**src/hdl/batt_pkg.sv**
```systemverilog
package batt_pkg;

  localparam int ENTRIES = 8;
  localparam int IDX_W   = (ENTRIES > 1) ? $clog2(ENTRIES) : 1;

  localparam int WINDOW_W = 31;
  localparam logic [WINDOW_W-1:0] WINDOW_RESET = 31'd604800000;

  // abs(delta)/1000 = (abs(delta) >> 3) / 125, and x / 125 = (x * RECIP) >> RECIP_SHIFT
  // exactly for every x below 2^28
  localparam int RECIP_W     = 29;
  localparam logic [RECIP_W-1:0] RECIP = 29'd274877907;
  localparam int RECIP_SHIFT = 35;
  localparam int DIVIDEND_W  = 28;
  localparam int PROD_W      = DIVIDEND_W + RECIP_W;
  localparam int QUO_W       = 22;

  localparam logic OP_PUT  = 1'b0;
  localparam logic OP_DATE = 1'b1;

  typedef struct packed {
    logic load;   // capture the accepted item
    logic find;   // register the table lookup
    logic put;    // write or refresh an entry
    logic diff;   // uptime difference and window check
    logic mul;    // reciprocal multiply
    logic emit;   // load the result register
  } batt_cmd_t;

  typedef struct packed {
    logic is_date;
    logic out_free;
  } batt_status_t;

endpackage

```
**src/hdl/batt_ctrl.sv**
```systemverilog
module batt_ctrl (
  input  logic                  clk,
  input  logic                  rst,
  input  logic                  item_valid,
  output logic                  item_ready,
  input  batt_pkg::batt_status_t status,
  output batt_pkg::batt_cmd_t    cmd
);
  import batt_pkg::*;

  localparam logic [2:0] S_IDLE = 3'd0;
  localparam logic [2:0] S_FIND = 3'd1;
  localparam logic [2:0] S_PUT  = 3'd2;
  localparam logic [2:0] S_DIFF = 3'd3;
  localparam logic [2:0] S_MUL  = 3'd4;
  localparam logic [2:0] S_SUM  = 3'd5;

  logic [2:0] state;
  logic [2:0] state_next;

  assign item_ready = (state == S_IDLE);

  always_comb begin
    state_next = state;
    cmd        = '0;
    unique case (state)
      S_IDLE: begin
        if (item_valid) begin
          cmd.load   = 1'b1;
          state_next = S_FIND;
        end
      end
      S_FIND: begin
        cmd.find   = 1'b1;
        state_next = status.is_date ? S_DIFF : S_PUT;
      end
      S_PUT: begin
        cmd.put    = 1'b1;
        state_next = S_IDLE;
      end
      S_DIFF: begin
        cmd.diff   = 1'b1;
        state_next = S_MUL;
      end
      S_MUL: begin
        cmd.mul    = 1'b1;
        state_next = S_SUM;
      end
      S_SUM: begin
        // hold until the result register is free
        if (status.out_free) begin
          cmd.emit   = 1'b1;
          state_next = S_IDLE;
        end
      end
      default: state_next = S_IDLE;
    endcase
  end

  always_ff @(posedge clk) begin
    if (rst) begin
      state <= S_IDLE;
    end else begin
      state <= state_next;
    end
  end

  a_put_returns_idle: assert property (@(posedge clk) disable iff (rst)
    state == S_PUT |=> state == S_IDLE)
    else $error("put did not return to idle");

  a_emit_only_when_free: assert property (@(posedge clk) disable iff (rst)
    cmd.emit |-> status.out_free)
    else $error("result loaded over a pending result");

endmodule

```
**config.mk**
```make
export PLATFORM = sky130hd
export DESIGN_NAME = batt_ctrl
export DESIGN_NICKNAME = d
export VERILOG_FILES = /design/src/hdl/batt_pkg.sv /design/src/hdl/batt_ctrl.sv
export SDC_FILE = /design/constraint.sdc
export NUM_CORES = 1
export LEC_CHECK = 0
export ABC_AREA = 1
export BUFFER_PORTS_ARGS = -buffer_cell sky130_fd_sc_hd__buf_2
export CAP_MARGIN = 20
export CORE_AREA = 5 5 42 44
export CTS_CLUSTER_SIZE = 30
export DETAILED_ROUTE_END_ITERATION = 7
export DIE_AREA = 0 0 47 49
export SETUP_SLACK_MARGIN = 0.05
export SYNTH_ARGS = -nofsm -noshare
export SYNTH_HDL_FRONTEND = slang
export SYNTH_SLANG_ARGS = --single-unit
```
**constraint.sdc**
```tcl
create_clock -name clk -period 1 [get_ports clk]
set_clock_uncertainty 0.15 [all_clocks]
set_input_delay 0.15 -clock clk [delete_from_list [all_inputs] [get_ports clk]]
set_output_delay 0.15 -clock clk [all_outputs]
set_load 0.02 [all_outputs]
```
# Word level (Yosys, flattened, before mapping)
# Cells that the tools add are included.
totals:
  reg_bits: 3
  inputBits: 5
classes:
  n_reduce_logical: 2
  n_mux: 12
  n_eq_ne: 7
ops:
  columns: ["cell", "n"]
  rows:
  - ["$pmux 3 s5", 1]
  - ["$mux 1", 9]
  - ["$eq 3x2->1 const B", 2]
  - ["$eq 3x3->1 const B", 2]
  - ["$mux 3", 2]
  - ["$ne 2x2->1 const B", 2]
  - ["$eq 3x1->1 const B", 1]
  - ["$logic_not 3->1", 1]
  - ["$reduce_and 2->1", 1]

# Depth between registers and ports, before layout
# Gate-level depths: netlist (run 1).
logic_depth:
  ltp_word: 3
  depth_mapped: 7
  mapped_depth_nobuf: 7

# Least setup slack after synthesis (run 1)
# OpenSTA, ideal clock, no wires.
synth_timing:
  path_type: "reg-to-output"
  startpoint: "register state[1]"
  endpoint: "output port cmd[5] (netlist bit)"
  path_slack_ns: -0.116
  stages_incl_launch_ff: 4
  required_time_ns: 0.700
  arrival_time_ns: 0.816
  path_cell_list: "dfxtp_1 -> nor2_2 -> nand2_1 -> nor2_1"
synth_rtl:
  columns: ["element", "line", "text"]
  rows:
  - ["start: declaration", "batt_ctrl.sv:18", "logic [2:0] state;"]
  - ["start signal: assignment", "batt_ctrl.sv:64", "state <= state_next;"]
  - ["end: declaration", "batt_ctrl.sv:7", "output batt_pkg::batt_cmd_t cmd"]

==> summary by stage, run 1 <==
Drt
The via total after detailed routing is 267. The final wirelength is 553 um. Once detail routing completed, the nets flagged for antenna violations numbered 0. The detail-routed via count per cell is 3.71. In this run, the number of DRC markers left after iteration 0 of detailed routing was 1.

After detailed routing, the average wire length per cell comes to 7.68 um. The first-pass iteration count of the detailed router is 2. The post-route DRC violation count is 0.

Logic synthesis
The count of distinct cell types in the synthesized netlist is 12. For this run, the number of Yosys warnings is 0. After synthesis, the cell types taking the most area are sky130_fd_sc_hd__dfxtp_1, sky130_fd_sc_hd__inv_1, sky130_fd_sc_hd__nand2_1, sky130_fd_sc_hd__nor2_1, sky130_fd_sc_hd__nand3_1. The area share of the largest cell type after synthesis is 29.3%. sky130_fd_sc_hd__dfxtp_1 takes more of the synthesized area than any other cell. The fraction of the yosys area taken by sequential cells is 29.3%. Synthesis inferred 3 register bits. Synthesis produced a netlist whose cell count is 37.

The cell area after technology mapping is 205 um2. The number of nets handed over by synthesis was 42. A synthesized cell averages 5.55 um2.

Final layout
The repair_antennas step left the layout with diodes totalling 0. The synthesis-to-finish area growth is 126%. Leaving out fill and tap cells, the most frequent cells in the layout are sky130_fd_sc_hd__buf_6, sky130_fd_sc_hd__nand2_1, sky130_fd_sc_hd__inv_1, sky130_fd_sc_hd__nor2_4.

The area of all placed cells without fillers is 464 um2. Ranked by flip-flop count, first place goes to state. The final non-filler cell total is 72. The largest registers in the layout are state x3. Summing all flip-flop and latch instances after layout gives 71.3 um2.

The most frequent standard cell in the layout excluding fill and tap cells is sky130_fd_sc_hd__buf_6. The share of layout cells above drive strength 1 is 64.3%. The number of fillers in the final layout is 154. The multi-input combinational cell area is 161 um2.

The number of flip-flops under the largest register name is 3. The final-stage net count is 62.

Hold path
The class of the tightest hold or removal check is primary input to flop. The launch instance of the worst min-delay path is rst.

STA
The final clock period utilization by the worst path is 131%. The final sum of negative setup slack is -2.07 ns. The transition at the pin with the smallest max-transition slack is 0.188 ns. The final-report max-slew violation count is 0. The worst pin sits at a relative slew slack of 87.3%. The final count of hold timing violations came to 0. The least setup slack across all paths after layout is -0.307 ns. Setup repair after global routing could not meet its margin everywhere. The top achievable clock speed is 765 MHz.

Setup violations remaining at the end of the flow were counted as 10. For the finished layout, the period the worst path requires is 1.31 ns.

Placed design
The worst slack at placement is -0.110 ns. The number of port buffers is 11. After detailed placement, the total cell area comes to 364 um2. The wire-length estimate of the detail-placed layout is 465 um. The placer's final routability congestion estimate is 0.624. After detailed placement, the design holds a cell count of 67.

Clock network
The clock-pin transition on the worst setup and hold timing paths is 0.04 ns. The number of H-tree branching levels is 1. The number of buffers created by CTS is 3. The largest buffer count on any clock path is 2. The CTS tree is built.

The buffer type at the clock tree root is sky130_fd_sc_hd__clkbuf_4. The clock latency on the worst-skew pair is 0.23 ns. The clock drives 3 sinks.

Critical path
The worst setup path is captured at a primary output. On the critical path the largest part of the delay comes from flip-flops. The critical path's slowest cell is sky130_fd_sc_hd__dfxtp_4. The launch point of the critical path is state[1].

The worst setup path is of the flop to primary output kind. STA classifies the critical path startpoint as a flop. Traced cell by cell, the critical path runs through nor2_4 > nand2_1 > inv_2 > buf_4. The arrival time reported for the critical path endpoint is 1.01 ns. The startpoint identified for the worst register-to-register timing path is state[1].

The sum of buffers and inverters on the critical path is 2. The worst endpoint required time is 0.70 ns. In this run the worst path has a maximum fanout of 5.

In this design, the stage delay of the slowest critical-path cell is 0.36 ns.

Power and ir drop
Dividing total power by cell area gives a power density of 1300 mW/mm2. Summed over all cells, the static leakage comes to 0.235 nW. The worst-case vdd ir drop is 396 uV.

Status
The checks that failed: negative setup slack. The flow ran to the end, but the final reports show violations.

Floorplanning
The effective utilization at floorplan is 14.6%. The floorplan step defined a core boundary enclosing 0.00140 mm2. The floorplan step defined a die boundary enclosing 0.00230 mm2. The floorplan has 14 rows.

From bottom edge to top edge, the die measures 49 um. During I/O placement, the number of pins put on the boundary was 12. The die boundary width is 47 um.

GRT
The aggregate global-route resource usage is 5.91%. The number of antenna violations at the first check in global routing is 0. The first-pass GRT wire length is 931 um. The via count of the first global-routing pass came to 248. The largest net degree at the start of global routing is 7. The remaining global-route overflow is 0.

Job
The number of maximum-capacitance constraint violations is 0.
## path summary, 6_finish.rpt
kind,end,slack [ns],cells after the start
worst min register to register,state[1],0.34,1
worst max register to register,state[2],-0.06,5
worst max-delay path,cmd[1],-0.31,4
worst min-delay path,state[0],0.1,6
## stage by stage
| step | util, % | total power [W] | hold slack (ns) |
|---|---|---|---|
| 2_1_floorplan | - | 0.000285 | 0.0620 |
| 3_3_place_gp | 26.0 | 0.000347 | 0.194 |
| 3_5_place_dp | 26.0 | 0.000348 | 0.187 |
| 4_1_cts | 32.0 | 0.000606 | 0.0905 |
| 5_1_grt | 33.1 | 0.000644 | 0.119 |
| 6_report | 33.1 | 0.000604 | 0.0966 |
## area by class of cell
type / count / area share [%]
Sequential cell: 3 / 15.4
Inverter: 11 / 9.97
Multi-Input combinational cell: 22 / 34.8
Tap cell: 16 / 4.31
Clock buffer: 4 / 5.66
Timing Repair Buffer: 16 / 29.9
## kinds of logic (layout without fill, tap and decap cells)
kind of cell / after synthesis / in the layout / synth area share (%)
simple gates: 21 / 21 / 44.5
buf+inv: 12 / 31 / 23.8
flops: 3 / 3 / 29.3
compound gates: 1 / 1 / 2.44
## tightest hold or removal path, delay by kind of cell
kind                   cells  cell delay [ns]
buffers and inverters      4             0.18
AND/OR/NAND/NOR            2             0.10
## layer usage
metal / up-vias / wire (um) / track usage [%]
li1: 149 / - / -
met1: 110 / 214 / 6.56
met2: 8 / 289 / 7.47
met3: 0 / 49 / 3.32
met4: 0 / 0 / 5.53
met5: - / 0 / 0
## power breakdown
group / leakage (nW) / switching [W] / total (W) / internal (W)
logic: 0.194 / 0.000122 / 0.000239 / 0.000117
registers: 0.0267 / 0.0000261 / 0.000157 / 0.000131
clock network: 0.0150 / 0.0000580 / 0.000207 / 0.000149
total: 0.235 / 0.000206 / 0.000604 / 0.000398
## repair_timing
action,in CTS,in global routing
cloned,0,0
hold buffers,1,0
resized for setup,16,4
setup endpoints to repair,10,10
endpoints found under the hold margin,2,0
pin swaps,4,1
buffers inserted,0,0
## Yosys cell counts
master                    n
sky130_fd_sc_hd__nand3_1  3
sky130_fd_sc_hd__inv_2    2
sky130_fd_sc_hd__buf_4    1
sky130_fd_sc_hd__nor2_2   1
sky130_fd_sc_hd__nand2_1  8
sky130_fd_sc_hd__inv_1    9
sky130_fd_sc_hd__nor3_1   1
sky130_fd_sc_hd__nor2_1   6
sky130_fd_sc_hd__nand4_1  1
sky130_fd_sc_hd__nor4_1   1
sky130_fd_sc_hd__o21ai_1  1
sky130_fd_sc_hd__dfxtp_1  3
(Power assumes the default switching activity.)
==> inputs of run 2 (changes only) <==
- CTS_BUF_LIST: not set -> sky130_fd_sc_hd__clkbuf_4 sky130_fd_sc_hd__clkbuf_8
- clock period: 1 -> 1.37 ns (I/O delays scaled with it)
==> run 2 against run 1 <==
  * Combinational power shrank 43%
  * Critical path depth is the same
  * Via count shrank 3.4%
  * Die area is the same
  * Cell area shrank 16%
  * Highest routed layer unchanged
  * Count of clock-buffer cells in the layout is the same
  * The run now ends clean
  * Sequential share of layout area grew 2.9 points
  * Clock power shrank 14%
  * Total power shrank 29%
==> summary by stage, run 2 (synthesis results as in run 1) <==
Floorplanning
The area enclosed by the die boundary is 0.00230 mm2 (unchanged). The effective utilization at floorplan was 14.6% (unchanged). The count of boundary I/O pins was 12 (unchanged). The area of the core region is 0.00140 mm2 (unchanged). The die boundary width came to 47 um (unchanged). The die extent in y is 49 um (unchanged). The number of placement rows is 14 (unchanged).

GRT
The largest net degree at the start of global routing is 7 (unchanged). The number of antenna violations at the first check in global routing is 0 (unchanged). The aggregate global-route resource usage came to 6.12% (+0.22 points). The first-pass GRT wire length is 917 um (-1.5%). The via count of the first global-routing pass is 230 (-7.3%).

The remaining global-route overflow came to 0 (unchanged).

STA
The tightest slew margin relative to the limit came to 86.2% (-1.1 points). Timing would allow up to 734 MHz. The count of endpoints failing setup in the final report is 0 (-10). Setup repair after global routing could not meet its margin everywhere.

Of the available clock period, the critical path in the final layout requires 99.5%. The final-report max-slew violation count came to 0 (unchanged). The final count of hold timing violations is 0 (unchanged).

The transition at the pin with the smallest max-transition slack is 0.205 ns (+0.0166 ns). Counting I/O delays and the setup requirement, the final critical path takes 1.36 ns.

Power and ir drop
The relative contribution of sequential cells to total power is 26.4% (+0.4 points). The relative contribution of combinational cells to total power is 32.0% (-7.6 points). The power density over cell area is 1090 mW/mm2 (-16%). The total leakage power came to 0.220 nW (-6.4%). The reported net switching power came to 0.000139 W (-32%). The worst-case vdd ir drop is 270 uV (-32%). The switching share of power is 32.7% (-1.4 points). The proportion of power drawn by the clock network came to 41.5% (+7.2 points).

The internal portion of total power is 0.000287 W (-28%).

Placed design
The number of port buffers was 11 (unchanged). The cell area after placement came to 273 um2 (-25%). The cell total after placement is 63 (-6.0%). The placer's final routability congestion estimate is 0.652 (+4.4%). The final HPWL from detailed placement is 445 um (-4.2%).

Clock network
TritonCTS built the clock tree. The total clock sinks is 3 (unchanged). The largest buffer count on any clock path is 2 (unchanged). Clock tree synthesis selected as its root buffer the cell sky130_fd_sc_hd__clkbuf_4. The clock-pin transition on the worst setup and hold timing paths was 0.04 ns (about the same). The number of H-tree branching levels is 1 (unchanged). The number of hold-repair buffers added at the cts stage was 0 (-1). The clock latency on the worst-skew pair was 0.23 ns (about the same). The number of buffers created by CTS is 3 (unchanged).

Critical path
The sum of buffers and inverters on the critical path is 1 (-1). The longest individual stage delay on the worst path is 0.36 ns (about the same). The critical path's slowest cell is sky130_fd_sc_hd__dfxtp_4. The signal on the critical path passes through nor2_4 > nand2_2 > nor2_1 > buf_4. The top cell family by delay on the critical path is flip-flops. The type of element launching the critical path is a flop. The worst endpoint required time is 1.01 ns (+0.31 ns). The arrival time reported for the critical path endpoint is 1.01 ns (about the same).

The top fanout value on the critical path is 5 (unchanged). The class of the most critical setup path is flop to primary output. The worst setup path is captured at a primary output. The internal reg-to-reg setup slack is 0.27 ns (+0.33 ns).

Final layout
In the final layout, the registers with the most flip-flops are state x3. The number of flip-flops under the largest register name was 3 (unchanged). The final non-filler cell total is 69 (-4.2%). The final-stage net count is 59 (-4.8%). The number of fillers in the final layout was 168 (+9.1%).

The most frequent standard cell in the layout excluding fill and tap cells is sky130_fd_sc_hd__inv_1. The area of all placed cells without fillers is 390 um2 (-16%). The number of antenna cells inserted is 0 (unchanged). The library cells used most frequently in the layout, excluding fill and tap cells, are sky130_fd_sc_hd__inv_1, sky130_fd_sc_hd__nand2_1, sky130_fd_sc_hd__buf_4. More flip-flops sit in one register than any other, and that register is state. The share of layout cells above drive strength 1 is 54.7% (-9.6 points). The area growth from synthesis to layout is 90.2%.

Drt
The detail-routed via count per cell was 3.74 (+0.83%). The number of nets still failing antenna checks after routing is 0 (unchanged). The via total after detailed routing came to 258 (-3.4%).

The post-route DRC violation count is 0 (unchanged). The number of DRC violations after detailed-routing iteration 0 is 1 (unchanged). The routed wirelength normalized by instance count is 8.67 um (+13%). The first-pass iteration count of the detailed router is 2 (unchanged). The final wirelength is 598 um (+8.1%).

Status
The run finished with clean final reports.

Job
The number of maximum-capacitance constraint violations is 0 (unchanged).

Hold path
The class of the tightest hold or removal check is primary input to flop.
run 2: changes by cell type in the layout (fill, tap and decap cells not counted), moves of 2 or more:
cell | previous run | this run
sky130_fd_sc_hd__buf_6 | 7 | 3
sky130_fd_sc_hd__nor2_4 | 5 | 2
sky130_fd_sc_hd__buf_4 | 4 | 6
sky130_fd_sc_hd__inv_1 | 6 | 8
sky130_fd_sc_hd__nor2_1 | 2 | 4
run 2: worst paths after layout:
kind                                from        to  depth (start not counted)
worst min-delay path                 rst  state[2]                          2
worst min register to register  state[2]  state[1]                          1
worst max-delay path            state[0]    cmd[5]                          4
worst max register to register  state[2]  state[0]                          6
run 2: metrics by stage:
stage	power [W]	worst slack [ns]	util, %	setup TNS [ns]	hold WS (ns)
5_1_grt	0.000455	-0.0622	27.9	-0.160	0.0176
3_3_place_gp	0.000204	0.132	19.5	0	0.259
2_1_floorplan	0.000179	0.199	-	0	0.127
6_report	0.000426	0.00713	27.9	0	0.00663
4_1_cts	0.000418	0.00310	25.3	0	0.00130
3_5_place_dp	0.000205	0.152	19.5	0	0.264
run 2: layout make-up:
type	count	area (um2)	area share, %
sequential	3	71.3	18.3
clock buffer	4	30.0	7.69
inverter	11	43.8	11.2
multi-input combinational	22	126	32.4
timing repair buffer	13	98.8	25.3
tap	16	20.0	5.13
run 2: repair_timing:
item,in CTS,in global routing
endpoints found under the setup margin,7,7
buffers inserted,0,2
resized for setup,19,7
pin swaps,2,1
run 2: layer usage:
layer / share of wire [%] / track usage, % / vias to the layer above
met5: 0 / 0 / -
met4: 0 / 5.53 / 0
met3: 8.4 / 5.17 / 0
met2: 57 / 8.82 / 5
met1: 34 / 4.82 / 113
li1: - / - / 140
run 2: power groups by stage:
stage / clock (W) / combinational [W] / sequential [W]
floorplan: 0 / 0.0000718 / 0.000107
global placement: 0 / 0.0000960 / 0.000108
detailed placement: 0 / 0.0000965 / 0.000109
CTS: 0.000186 / 0.000120 / 0.000112
global route: 0.000192 / 0.000150 / 0.000114
finish: 0.000177 / 0.000136 / 0.000113
